File: src/hdl/sreo_pkg.sv
// ----------------------------------------------------------------------------
// Strided request end offset package
// Shared widths, codes and the controller/datapath interface types.
// ----------------------------------------------------------------------------
package sreo_pkg;

  localparam int unsigned MaxDimsDef    = 8;
  localparam int unsigned OffsetBitsDef = 64;

  localparam int unsigned StartW  = 63;
  localparam int unsigned CountW  = 62;
  localparam int unsigned StepW   = 62;
  localparam int unsigned ExtentW = 62;
  localparam int unsigned InnerW  = 62;
  localparam int unsigned BaseW   = 63;
  localparam int unsigned ElemW   = 32;
  localparam int unsigned RecW    = 63;
  localparam int unsigned WordW   = 64;
  localparam int unsigned HalfW   = WordW / 2;

  localparam int unsigned StartLsb  = 0;
  localparam int unsigned CountLsb  = StartLsb + StartW;
  localparam int unsigned StepLsb   = CountLsb + CountW;
  localparam int unsigned ExtentLsb = StepLsb + StepW;
  localparam int unsigned InnerLsb  = ExtentLsb + ExtentW;
  localparam int unsigned InFieldsW = InnerLsb + InnerW;
  localparam int unsigned InDataW   = ((InFieldsW + 7) / 8) * 8;

  localparam int unsigned UserHasCount = 0;
  localparam int unsigned UserHasStep  = 1;
  localparam int unsigned UserIsRead   = 2;
  localparam int unsigned UserIsScalar = 3;
  localparam int unsigned InUserW      = 4;

  localparam int unsigned OutDataW = WordW;
  localparam int unsigned OutUserW = 1;

  localparam int unsigned CfgIdxW  = 3;
  localparam int unsigned CfgDataW = 64;

  localparam logic [WordW-1:0] RecLimitNarrow = WordW'(64'h0000_0000_FFFF_FFFF);

  localparam logic [1:0] MulLastPhase = 2'd2;

  typedef enum logic [CfgIdxW-1:0] {
    REG_VAR_BASE      = 3'd0,
    REG_ELEM_BYTES    = 3'd1,
    REG_RECORD_BYTES  = 3'd2,
    REG_RECORD_COUNT  = 3'd3,
    REG_IS_RECORD_VAR = 3'd4,
    REG_WIDE_FORMAT   = 3'd5
  } cfg_reg_e;

  typedef enum logic [1:0] {
    MUL_CNT = 2'd0,
    MUL_WGT = 2'd1,
    MUL_OFF = 2'd2
  } mul_sel_e;

  typedef enum logic [6:0] {
    ST_IDLE = 7'b0000001,
    ST_CNT  = 7'b0000010,
    ST_LAST = 7'b0000100,
    ST_WGT  = 7'b0001000,
    ST_OFF  = 7'b0010000,
    ST_ACC  = 7'b0100000,
    ST_EMIT = 7'b1000000
  } state_e;

  typedef struct packed {
    logic       load_item;
    logic       mul_en;
    mul_sel_e   mul_sel;
    logic [1:0] phase;
    logic       load_last;
    logic       load_weight;
    logic       accumulate;
    logic       emit;
  } cmd_t;

  typedef struct packed {
    logic is_scalar;
    logic cnt_mul;
    logic need_wgt;
    logic is_last;
  } status_t;

endpackage

File: src/hdl/sreo_ctrl.sv
// ----------------------------------------------------------------------------
// Strided request end offset controller
// Sequences one dimension item through the shared multiplier and the result.
// ----------------------------------------------------------------------------
module sreo_ctrl (
  input  logic             clk_i,
  input  logic             rst_ni,
  input  logic             s_axis_tvalid,
  output logic             s_axis_tready,
  output logic             m_axis_tvalid,
  input  logic             m_axis_tready,
  input  sreo_pkg::status_t status_i,
  output sreo_pkg::cmd_t    cmd_o
);
  import sreo_pkg::*;

  state_e     state_q, state_d;
  logic [1:0] phase_q, phase_d;
  logic       out_valid_q, out_valid_d;
  logic       out_free;
  logic       phase_end;

  assign out_free  = !out_valid_q || m_axis_tready;
  assign phase_end = (phase_q == MulLastPhase);

  always_comb begin
    state_d       = state_q;
    phase_d       = phase_q;
    cmd_o         = '0;
    cmd_o.mul_sel = MUL_CNT;
    cmd_o.phase   = phase_q;
    s_axis_tready = 1'b0;
    case (state_q)
      ST_IDLE: begin
        s_axis_tready = 1'b1;
        if (s_axis_tvalid) begin
          cmd_o.load_item = 1'b1;
          phase_d         = 2'd0;
          if (status_i.is_scalar) begin
            state_d = ST_EMIT;
          end else if (status_i.cnt_mul) begin
            state_d = ST_CNT;
          end else begin
            state_d = ST_LAST;
          end
        end
      end
      ST_CNT: begin
        cmd_o.mul_en  = 1'b1;
        cmd_o.mul_sel = MUL_CNT;
        phase_d       = phase_end ? 2'd0 : phase_q + 2'd1;
        if (phase_end) begin
          state_d = ST_LAST;
        end
      end
      ST_LAST: begin
        cmd_o.load_last = 1'b1;
        state_d         = status_i.need_wgt ? ST_WGT : ST_OFF;
      end
      ST_WGT: begin
        cmd_o.mul_en      = 1'b1;
        cmd_o.mul_sel     = MUL_WGT;
        cmd_o.load_weight = phase_end;
        phase_d           = phase_end ? 2'd0 : phase_q + 2'd1;
        if (phase_end) begin
          state_d = ST_OFF;
        end
      end
      ST_OFF: begin
        cmd_o.mul_en  = 1'b1;
        cmd_o.mul_sel = MUL_OFF;
        phase_d       = phase_end ? 2'd0 : phase_q + 2'd1;
        if (phase_end) begin
          state_d = ST_ACC;
        end
      end
      ST_ACC: begin
        cmd_o.accumulate = 1'b1;
        state_d          = status_i.is_last ? ST_EMIT : ST_IDLE;
      end
      ST_EMIT: begin
        if (out_free) begin
          cmd_o.emit = 1'b1;
          state_d    = ST_IDLE;
        end
      end
      default: begin
        state_d = ST_IDLE;
        phase_d = 2'd0;
      end
    endcase
  end

  always_comb begin
    out_valid_d = out_valid_q;
    if (m_axis_tready) begin
      out_valid_d = 1'b0;
    end
    if (cmd_o.emit) begin
      out_valid_d = 1'b1;
    end
  end

  assign m_axis_tvalid = out_valid_q;

  always_ff @(posedge clk_i or negedge rst_ni) begin
    if (!rst_ni) begin
      state_q     <= ST_IDLE;
      phase_q     <= 2'd0;
      out_valid_q <= 1'b0;
    end else begin
      state_q     <= state_d;
      phase_q     <= phase_d;
      out_valid_q <= out_valid_d;
    end
  end

  a_accept_busy: assert property (@(posedge clk_i) disable iff (!rst_ni)
    s_axis_tvalid && s_axis_tready |=> state_q != ST_IDLE)
    else $error("controller stayed idle after taking an item");

  a_mul_hold: assert property (@(posedge clk_i) disable iff (!rst_ni)
    (state_q == ST_OFF) && !phase_end |=> (state_q == ST_OFF))
    else $error("offset product left before its last partial product");

  a_emit_valid: assert property (@(posedge clk_i) disable iff (!rst_ni)
    (state_q == ST_EMIT) && out_free |=> m_axis_tvalid && (state_q == ST_IDLE))
    else $error("result not presented after emit");

endmodule

File: src/hdl/sreo_dpath.sv
// ----------------------------------------------------------------------------
// Strided request end offset datapath
// Item and configuration registers, shared 32x32 multiplier, bounds checks.
// ----------------------------------------------------------------------------
module sreo_dpath #(
  parameter int unsigned MaxDims    = sreo_pkg::MaxDimsDef,
  parameter int unsigned OffsetBits = sreo_pkg::OffsetBitsDef
) (
  input  logic                          clk_i,
  input  logic                          rst_ni,
  input  logic                          cfg_valid_i,
  input  logic [sreo_pkg::CfgIdxW-1:0]  cfg_index_i,
  input  logic [sreo_pkg::CfgDataW-1:0] cfg_data_i,
  input  logic [sreo_pkg::InDataW-1:0]  s_axis_tdata,
  input  logic [sreo_pkg::InUserW-1:0]  s_axis_tuser,
  input  logic                          s_axis_tlast,
  output logic [sreo_pkg::OutDataW-1:0] m_axis_tdata,
  output logic [sreo_pkg::OutUserW-1:0] m_axis_tuser,
  input  sreo_pkg::cmd_t                cmd_i,
  output sreo_pkg::status_t             status_o
);
  import sreo_pkg::*;

  localparam int unsigned DimW = $clog2(MaxDims + 1);
  localparam logic [DimW-1:0] DimMax = DimW'(MaxDims);

  logic [BaseW-1:0] var_base_q;
  logic [ElemW-1:0] elem_bytes_q;
  logic [RecW-1:0]  record_bytes_q;
  logic [RecW-1:0]  record_count_q;
  logic             is_record_var_q;
  logic             wide_format_q;

  logic [StartW-1:0]  start_q;
  logic [WordW-1:0]   cnt_m1_q;
  logic [StepW-1:0]   step_q;
  logic [ExtentW-1:0] extent_q;
  logic [InnerW-1:0]  inner_q;
  logic               has_count_q;
  logic               has_step_q;
  logic               is_read_q;
  logic               is_last_q;
  logic               is_scalar_q;

  logic [WordW-1:0]      acc_q, acc_d;
  logic [WordW-1:0]      last_q, last_d;
  logic [WordW-1:0]      weight_q;
  logic [OffsetBits-1:0] sum_q;
  logic                  err_q;
  logic [DimW-1:0]       dim_q;

  logic [WordW-1:0]      mul_a, mul_b, prod, addend, direct_weight;
  logic [HalfW-1:0]      mul_x, mul_y;
  logic                  record_dim, chk_err;
  logic [OffsetBits-1:0] res_sum;
  logic [OutDataW-1:0]   res_data;

  always_ff @(posedge clk_i or negedge rst_ni) begin
    if (!rst_ni) begin
      var_base_q      <= '0;
      elem_bytes_q    <= ElemW'(1);
      record_bytes_q  <= '0;
      record_count_q  <= '0;
      is_record_var_q <= 1'b0;
      wide_format_q   <= 1'b0;
    end else if (cfg_valid_i) begin
      case (cfg_index_i)
        REG_VAR_BASE:      var_base_q      <= cfg_data_i[BaseW-1:0];
        REG_ELEM_BYTES:    elem_bytes_q    <= cfg_data_i[ElemW-1:0];
        REG_RECORD_BYTES:  record_bytes_q  <= cfg_data_i[RecW-1:0];
        REG_RECORD_COUNT:  record_count_q  <= cfg_data_i[RecW-1:0];
        REG_IS_RECORD_VAR: is_record_var_q <= cfg_data_i[0];
        REG_WIDE_FORMAT:   wide_format_q   <= cfg_data_i[0];
        default: begin
        end
      endcase
    end
  end

  always_ff @(posedge clk_i) begin
    if (cmd_i.load_item) begin
      start_q     <= s_axis_tdata[StartLsb +: StartW];
      cnt_m1_q    <= WordW'(s_axis_tdata[CountLsb +: CountW]) - WordW'(1);
      step_q      <= s_axis_tdata[StepLsb +: StepW];
      extent_q    <= s_axis_tdata[ExtentLsb +: ExtentW];
      inner_q     <= s_axis_tdata[InnerLsb +: InnerW];
      has_count_q <= s_axis_tuser[UserHasCount];
      has_step_q  <= s_axis_tuser[UserHasStep];
      is_read_q   <= s_axis_tuser[UserIsRead];
      is_scalar_q <= s_axis_tuser[UserIsScalar];
      is_last_q   <= s_axis_tlast;
    end
  end

  assign record_dim = (dim_q == '0) && is_record_var_q;

  // The controller reads the item kind only while it takes an item.
  always_comb begin
    status_o.is_scalar = s_axis_tuser[UserIsScalar];
    status_o.cnt_mul   = s_axis_tuser[UserHasCount] && s_axis_tuser[UserHasStep];
    status_o.need_wgt  = !record_dim && !is_last_q;
    status_o.is_last   = is_last_q;
  end

  // One 32x32 partial product per phase; the upper cross terms only reach
  // the high half of the wrapped 64-bit product.
  always_comb begin
    case (cmd_i.mul_sel)
      MUL_CNT: begin
        mul_a = cnt_m1_q;
        mul_b = WordW'(step_q);
      end
      MUL_WGT: begin
        mul_a = WordW'(inner_q);
        mul_b = WordW'(elem_bytes_q);
      end
      MUL_OFF: begin
        mul_a = last_q;
        mul_b = weight_q;
      end
      default: begin
        mul_a = last_q;
        mul_b = weight_q;
      end
    endcase
    mul_x  = (cmd_i.phase == MulLastPhase) ? mul_a[WordW-1:HalfW] : mul_a[HalfW-1:0];
    mul_y  = (cmd_i.phase == 2'd1) ? mul_b[WordW-1:HalfW] : mul_b[HalfW-1:0];
    prod   = WordW'(mul_x) * WordW'(mul_y);
    addend = (cmd_i.phase == 2'd0) ? prod : {prod[HalfW-1:0], {HalfW{1'b0}}};
    acc_d  = ((cmd_i.phase == 2'd0) ? '0 : acc_q) + addend;
  end

  always_comb begin
    last_d = WordW'($signed(start_q));
    if (has_count_q) begin
      last_d = last_d + (has_step_q ? acc_q : cnt_m1_q);
    end
    direct_weight = record_dim ? WordW'(record_bytes_q) : WordW'(elem_bytes_q);
  end

  always_ff @(posedge clk_i) begin
    if (cmd_i.mul_en) begin
      acc_q <= acc_d;
    end
    if (cmd_i.load_last) begin
      last_q <= last_d;
    end
    if (cmd_i.load_last && !status_o.need_wgt) begin
      weight_q <= direct_weight;
    end else if (cmd_i.load_weight) begin
      weight_q <= acc_d;
    end
  end

  always_comb begin
    if (record_dim) begin
      chk_err = (!wide_format_q && ($signed(last_q) > $signed(RecLimitNarrow))) ||
                (is_read_q && !($signed(last_q) < $signed(WordW'(record_count_q))));
    end else begin
      chk_err = last_q[WordW-1] || !($signed(last_q) < $signed(WordW'(extent_q)));
    end
  end

  always_comb begin
    if (is_scalar_q) begin
      res_sum  = OffsetBits'(WordW'(var_base_q) + WordW'(elem_bytes_q));
      res_data = OutDataW'($signed(res_sum));
    end else begin
      res_sum  = OffsetBits'(WordW'(var_base_q)) + sum_q;
      res_data = err_q ? '0 : OutDataW'($signed(res_sum));
    end
  end

  always_ff @(posedge clk_i or negedge rst_ni) begin
    if (!rst_ni) begin
      sum_q <= '0;
      err_q <= 1'b0;
      dim_q <= '0;
    end else if (cmd_i.emit) begin
      sum_q <= '0;
      err_q <= 1'b0;
      dim_q <= '0;
    end else if (cmd_i.accumulate) begin
      sum_q <= sum_q + acc_q[OffsetBits-1:0];
      err_q <= err_q || chk_err;
      if (dim_q != DimMax) begin
        dim_q <= dim_q + DimW'(1);
      end
    end
  end

  always_ff @(posedge clk_i) begin
    if (cmd_i.emit) begin
      m_axis_tdata    <= res_data;
      m_axis_tuser[0] <= err_q && !is_scalar_q;
    end
  end

endmodule

File: src/hdl/strided_request_end_offset_unit.sv
// ----------------------------------------------------------------------------
// Strided request end offset unit
// Takes one item per dimension of a strided request and returns the byte
// offset of the last element touched, with a bounds status.
// ----------------------------------------------------------------------------
//  Channel   Dir  Handshake                     Payload
//  s_axis    in   s_axis_tvalid/s_axis_tready   tdata, tuser, tlast
//  m_axis    out  m_axis_tvalid/m_axis_tready   tdata, tuser
//  cfg       in   cfg_valid_i/cfg_ready_o       cfg_index_i, cfg_data_i
//
// The single 32x32 multiplier builds each wrapped 64-bit product from three
// partial products and serves up to three products per item.
// The next item is taken only after the current one is done; a result waiting
// in the output register stalls a following request only at its own result.
// Reset clears all control state and loads the register defaults.
module strided_request_end_offset_unit #(
  parameter int unsigned MaxDims    = sreo_pkg::MaxDimsDef,
  parameter int unsigned OffsetBits = sreo_pkg::OffsetBitsDef
) (
  input  logic                          clk_i,
  input  logic                          rst_ni,
  input  logic                          cfg_valid_i,
  output logic                          cfg_ready_o,
  input  logic [sreo_pkg::CfgIdxW-1:0]  cfg_index_i,
  input  logic [sreo_pkg::CfgDataW-1:0] cfg_data_i,
  input  logic                          s_axis_tvalid,
  output logic                          s_axis_tready,
  // start_index, elem_count, step, extent, inner_elems, one zero pad bit
  input  logic [sreo_pkg::InDataW-1:0]  s_axis_tdata,
  // has_count, has_step, is_read, is_scalar
  input  logic [sreo_pkg::InUserW-1:0]  s_axis_tuser,
  input  logic                          s_axis_tlast,
  output logic                          m_axis_tvalid,
  input  logic                          m_axis_tready,
  // end_offset
  output logic [sreo_pkg::OutDataW-1:0] m_axis_tdata,
  // status
  output logic [sreo_pkg::OutUserW-1:0] m_axis_tuser
);
  import sreo_pkg::*;

  cmd_t    cmd;
  status_t status;

  assign cfg_ready_o = 1'b1;

  sreo_ctrl u_ctrl (
    .clk_i         (clk_i),
    .rst_ni        (rst_ni),
    .s_axis_tvalid (s_axis_tvalid),
    .s_axis_tready (s_axis_tready),
    .m_axis_tvalid (m_axis_tvalid),
    .m_axis_tready (m_axis_tready),
    .status_i      (status),
    .cmd_o         (cmd)
  );

  sreo_dpath #(
    .MaxDims    (MaxDims),
    .OffsetBits (OffsetBits)
  ) u_dpath (
    .clk_i        (clk_i),
    .rst_ni       (rst_ni),
    .cfg_valid_i  (cfg_valid_i),
    .cfg_index_i  (cfg_index_i),
    .cfg_data_i   (cfg_data_i),
    .s_axis_tdata (s_axis_tdata),
    .s_axis_tuser (s_axis_tuser),
    .s_axis_tlast (s_axis_tlast),
    .m_axis_tdata (m_axis_tdata),
    .m_axis_tuser (m_axis_tuser),
    .cmd_i        (cmd),
    .status_o     (status)
  );

endmodule

File: config.mk
export PLATFORM = sky130hd
export DESIGN_NAME = strided_request_end_offset_unit
export DESIGN_NICKNAME = d
export VERILOG_FILES = /design/src/hdl/sreo_pkg.sv /design/src/hdl/sreo_ctrl.sv /design/src/hdl/sreo_dpath.sv /design/src/hdl/strided_request_end_offset_unit.sv
export SDC_FILE = /design/constraint.sdc
export NUM_CORES = 2
export LEC_CHECK = 0
export BUFFER_PORTS_ARGS = -buffer_cell sky130_fd_sc_hd__buf_2
export CORE_MARGIN = 2
export CORE_UTILIZATION = 45
export DETAILED_ROUTE_END_ITERATION = 6
export PLACE_DENSITY = 0.68
export SLEW_MARGIN = 20
export SYNTH_ARGS = -nofsm -noshare
export SYNTH_HDL_FRONTEND = slang
export SYNTH_HIERARCHICAL = 1
export SYNTH_SLANG_ARGS = --single-unit
export TNS_END_PERCENT = 10
File: constraint.sdc
create_clock -name clk_i -period 15.1 [get_ports clk_i]
set_clock_uncertainty 0.1 [all_clocks]
set_input_delay 0.755 -clock clk_i [delete_from_list [all_inputs] [get_ports clk_i]]
set_output_delay 0.755 -clock clk_i [all_outputs]
set_load 0.01 [all_outputs]
# Word level (Yosys, flattened, before mapping)
# Index checks and enable logic that the tools add are counted.
[op_classes]
addsub = 8
multipliers = 1
n_lt_le_gt_ge = 3
eq_ne = 21
muxes = 45
bitwise = 1
reduce_logical = 38
[op_table]
columns = ["cell", "n"]
rows = [
  ["$mux 64", 10],
  ["$pmux 64 s2", 2],
  ["$add 64x64->64", 3],
  ["$add 63x32->64", 1],
  ["$add 63x64->64", 1],
  ["$gt 64x33->1 const B", 1],
  ["$lt 64x63->1", 1],
  ["$lt 64x64->1", 1],
  ["$mul 32x32->64", 1],
  ["$mux 32", 2],
  ["$mux 63", 1],
  ["$sub 62x1->63 const B", 1],
  ["$mux 7", 7],
  ["$pmux 7 s7", 1],
  ["$reduce_and 2->1", 8],
  ["$mux 1", 13],
  ["$mux 4", 3],
  ["$pmux 3 s3", 1],
  ["$logic_not 1->1", 8],
  ["$ne 2x1->1 const B", 4],
  ["$reduce_bool 2->1", 4],
  ["$eq 7x1->1 const B", 1],
  ["$eq 7x2->1 const B", 1],
  ["$eq 7x3->1 const B", 1],
  ["other kinds (25)", 40],
]
[word_totals]
regBits = 877
in_bits = 389
elab_cells = 144

# Longest topological paths before layout
[logic_depth]
word_depth = 10
depth_mapped = 52

# Cells and area by module
# The synthesis kept the hierarchy.
[modules_own_cells]
columns = ["mod", "instances", "cells_per_inst", "area_per_inst_um2", "seq_area_each_um2"]
rows = [
  ["sreo_dpath", 1, 8802, 86868.3, 24544.8],
  ["sreo_ctrl", 1, 84, 755.7, 251.5],
  ["strided_request_end_offset_unit", 1, 2, 11.3, 0.0],
]

# Least setup slack after synthesis
# No wires, ideal clock.
[synth_path]
kind = "register to register"
from = "reg u_ctrl.state_q[0]"
to = "reg u_dpath.weight_q[63] (data pin)"
arrival_time_ps = 12128
required_ps = 14745
setup_slack_ps = 2617
path_stages_with_launch = 50
path_buffers = 6
period_less_slack_ps = 12483
path_cell_list = "dfstp_2 buf_6 nor4_4 nand2_2 inv_1 buf_2 buf_1 clkbuf_1 clkbuf_1 mux4_2 nor2_1 a21o_1 clkbuf_1 nor2_1 fa_1 fa_1 fa_1 inv_1 (+14 left out) a41oi_1 o41ai_2 a21oi_1 xor2_1 o21ai_0 ha_1 a21o_1 a21o_1 a21oi_1 o21a_1 o21ai_0 a211oi_2 o31ai_1 o221a_2 a221o_1 a21o_1 xor2_1 and2_1"
[synth_lines]
columns = ["element", "line", "rtl"]
rows = [
  ["from (decl)", "sreo_ctrl.sv:17", "state_e state_q, state_d;"],
  ["from (signal assigned)", "sreo_ctrl.sv:112", "state_q <= state_d;"],
  ["to (signal assigned)", "sreo_dpath.sv:149", "weight_q <= direct_weight;"],
  ["to (decl)", "sreo_dpath.sv:47", "logic [WordW-1:0] weight_q;"],
]

==> impl_metrics.toml <==
[global_routing]
grt_use_total = 0.352
grt_max_degree = 157
antenna_found_initial = 53
grt_pass1_wl_um = 500000
grt_overflow = 0
grt_pass1_vias = 71043

[sta]
holdWs_ns = 0.0552
setup_tns_ns = 0
slew_headroom = 0.209
tightestPinTransition_ns = 1.16
setup_viol_count_final = 0
post-route-min-period_ns = 14.46
slew_violations = 0
post-route-period-util = 0.958
grt_setup_unrepaired = "no"
max_freq_mhz = 69.2
fin_ws_ns = 0.639
hold_viol = 0

[layout]
layout-area-overhead-vs-synth_pct = 10.5
nets = 11187
drive_gt1_frac = 0.143
stdcell_count = 11870
layout_common_cells = "1074 x inv_1, 900 x fa_1, 899 x nor2_1"
nFillCells = 17724
final_common_cell = "inv_1"

[clock_network]
cts_buffer_depth = 3
clk_latency_ns = 0.77
clock_sinks = 876
cts_tree = "built"
h-tree-depth = 3
cts_root_buffer = "clkbuf_16"
cts_buffers = 98
cts.clk_slew.worst_paths_ns = 0.07

[placed_design]
port_buffers = 453
dp_cells = 11661
gp_congestion = 1.06
dpl_worst_slack_ns = 0.805
dp_hpwl_um = 290000

[critical_path]
cp_data_required_time_ns = 15.63
end_kind = "flip-flop"
crit_top_cell = "fa_1"
crit_arrival_ns = 14.99
worst_setup_path_start_kind = "flip-flop"
slowest_stage = "inv_6"
path_max_fanout = 114
crit_type = "flip-flop to flip-flop"
r2r_cells = 42
max_stage_delay_ns = 0.79

[job]
cap_violations = 0

[synth]
ys_ff_latch = 876
synthesis.area_mm2 = 0.0876
yosys_most_used_dff = "edfxtp_1"
seq_area_frac_synth = 0.283
synth_edf_count = 574
syn_inst = 8888
async_reset_ff_frac = 0.345
synth_fp_nets = 10839
syn_avg_cell_area_um2 = 9.86
yosysWarnings = 6
synth.distinct_cells = 114

[route]
first_pass_iters = 6
vias_per_cell = 6.02
ant_nets = 0
wirelength_um = 352000
dr_total_vias = 71476
drtIter0Drc = 8170
drc = 0
wl_per_cell_um = 29.7

[hold_path]
hp-class = "primary input to flip-flop"
hold_depth = 1

[floorplan]
die_y_um = 445
io_pins = 457
die-area_mm2 = 0.198
core_area_mm2 = 0.193
rows = 161
start_util = 0.454
die_x_um = 445

[status]
status = "finished clean"
-- state kept, by name, summed over array words and instances, names as in the netlist, 63 cells and up --
signal and count:
u_dpath/acc_q 64, u_dpath/sum_q 64, u_dpath/last_q 64, u_dpath/record_bytes_q 63
u_dpath/start_q 63, u_dpath/weight_q 64, u_dpath/record_count_q 63, u_dpath/m_axis_tdata 64
u_dpath/cnt_m1_q 63, u_dpath/var_base_q 63
-- Yosys cell counts (35+ instances only) --
master / instances / share of area
nor2b_1: 61 / 0.0044
o21bai_1: 54 / 0.0046
nand4_1: 104 / 0.0074
edfxtp_1: 574 / 0.20
mux2i_1: 129 / 0.015
o21a_1: 41 / 0.0035
dfrtp_1: 300 / 0.086
inv_1: 1076 / 0.046
nand2_1: 855 / 0.037
nand2b_1: 60 / 0.0043
a31oi_1: 67 / 0.0048
o22ai_1: 53 / 0.0038
xnor2_1: 208 / 0.021
o21ai_0: 245 / 0.014
nand3_1: 108 / 0.0062
and2_1: 107 / 0.0076
o21ai_1: 35 / 0.0020
xor2_1: 196 / 0.020
a22o_1: 36 / 0.0036
nor3_1: 68 / 0.0039
ha_1: 662 / 0.095
o31ai_1: 36 / 0.0031
mux2_2: 364 / 0.047
a21o_1: 268 / 0.023
clkbuf_1: 351 / 0.015
and3_1: 46 / 0.0033
buf_1: 36 / 0.0015
fa_1: 900 / 0.21
a21oi_1: 483 / 0.028
nor2_1: 903 / 0.039
-- path summary, 6_finish.rpt --
| path | slack (ns) | startpoint | endpoint |
|---|---|---|---|
| worst max register to register | 0.64 | u_ctrl/state_q[2] | u_dpath/weight_q[63] |
| worst min-delay path | 0.06 | s_axis_tdata[239] | u_dpath/extent_q[52] |
| worst min register to register | 0.40 | u_dpath/record_count_q[39] | u_dpath/record_count_q[39] |
| min in group asynchronous | 0.49 | rst_ni | u_ctrl/m_axis_tvalid |
| worst max-delay path | 0.64 | u_ctrl/state_q[2] | u_dpath/weight_q[63] |
| max in group asynchronous | 12.20 | rst_ni | u_dpath/var_base_q[1] |
-- metrics by stage --
step / cell area, um^2 / utilization
after floorplan: 87600 / -
after CTS: 96800 / 0.502
after global routing: 96800 / 0.502
after global placement: 93300 / 0.484
final: 96900 / 0.502
after detailed placement: 93400 / 0.484
-- area by class of cell --
type                            instances  area, um^2  share of cell area
Antenna cell                           22        55.1            0.000568
Clock inverter                         63         798             0.00824
Multi-Input combinational cell       6522       57400               0.593
Sequential cell                       876       24800               0.256
Inverter                             1080        4060              0.0420
Clock buffer                          123        2630              0.0272
Tap cell                             2526        3160              0.0326
Timing Repair Buffer                  658        3920              0.0405
-- cell families (layout without fill, tap and decap cells) --
group / after synthesis / count (layout) / share of synthesized area
buf+inv: 1490 / 1924 / 0.0646
other cells: 2 / 24 / 0.0000857
compound gates: 1553 / 1553 / 0.115
simple gates: 2476 / 2476 / 0.127
mux: 525 / 525 / 0.0697
xor+xnor: 404 / 404 / 0.0404
flops: 876 / 876 / 0.283
fa+ha+maj: 1562 / 1562 / 0.300
-- timing repair --
action,in CTS,in global routing
resized for setup,0,2
hold buffers,1,0
endpoints found under the hold margin,67,0
endpoints found under the setup margin,0,3
buffers inserted,0,0
-- routing by layer --
metal  up-vias  GRT usage  part of all wire
met5         -          0           0.00028
met4        14      0.222             0.078
met3       860     0.0684             0.092
met2      3813      0.546              0.45
met1     35990      0.452              0.38
li1      30799          -                 -
-- critical path, delay by kind of cell, from the launching register on --
family                     cells  cell delay [ns]
buffers and inverters          5             0.99
and+or+nand+nor               10             2.34
adders and majority gates     10             4.95
AOI/OAI and AO/OA             14             4.16
xor gates and xnor gates       2             0.55
muxes                          1             0.53
DFF                            1             0.54
Power is left out: the tool's default activity adds up to more than one toggle a clock period on the data nets, which glitch-free logic cannot reach.
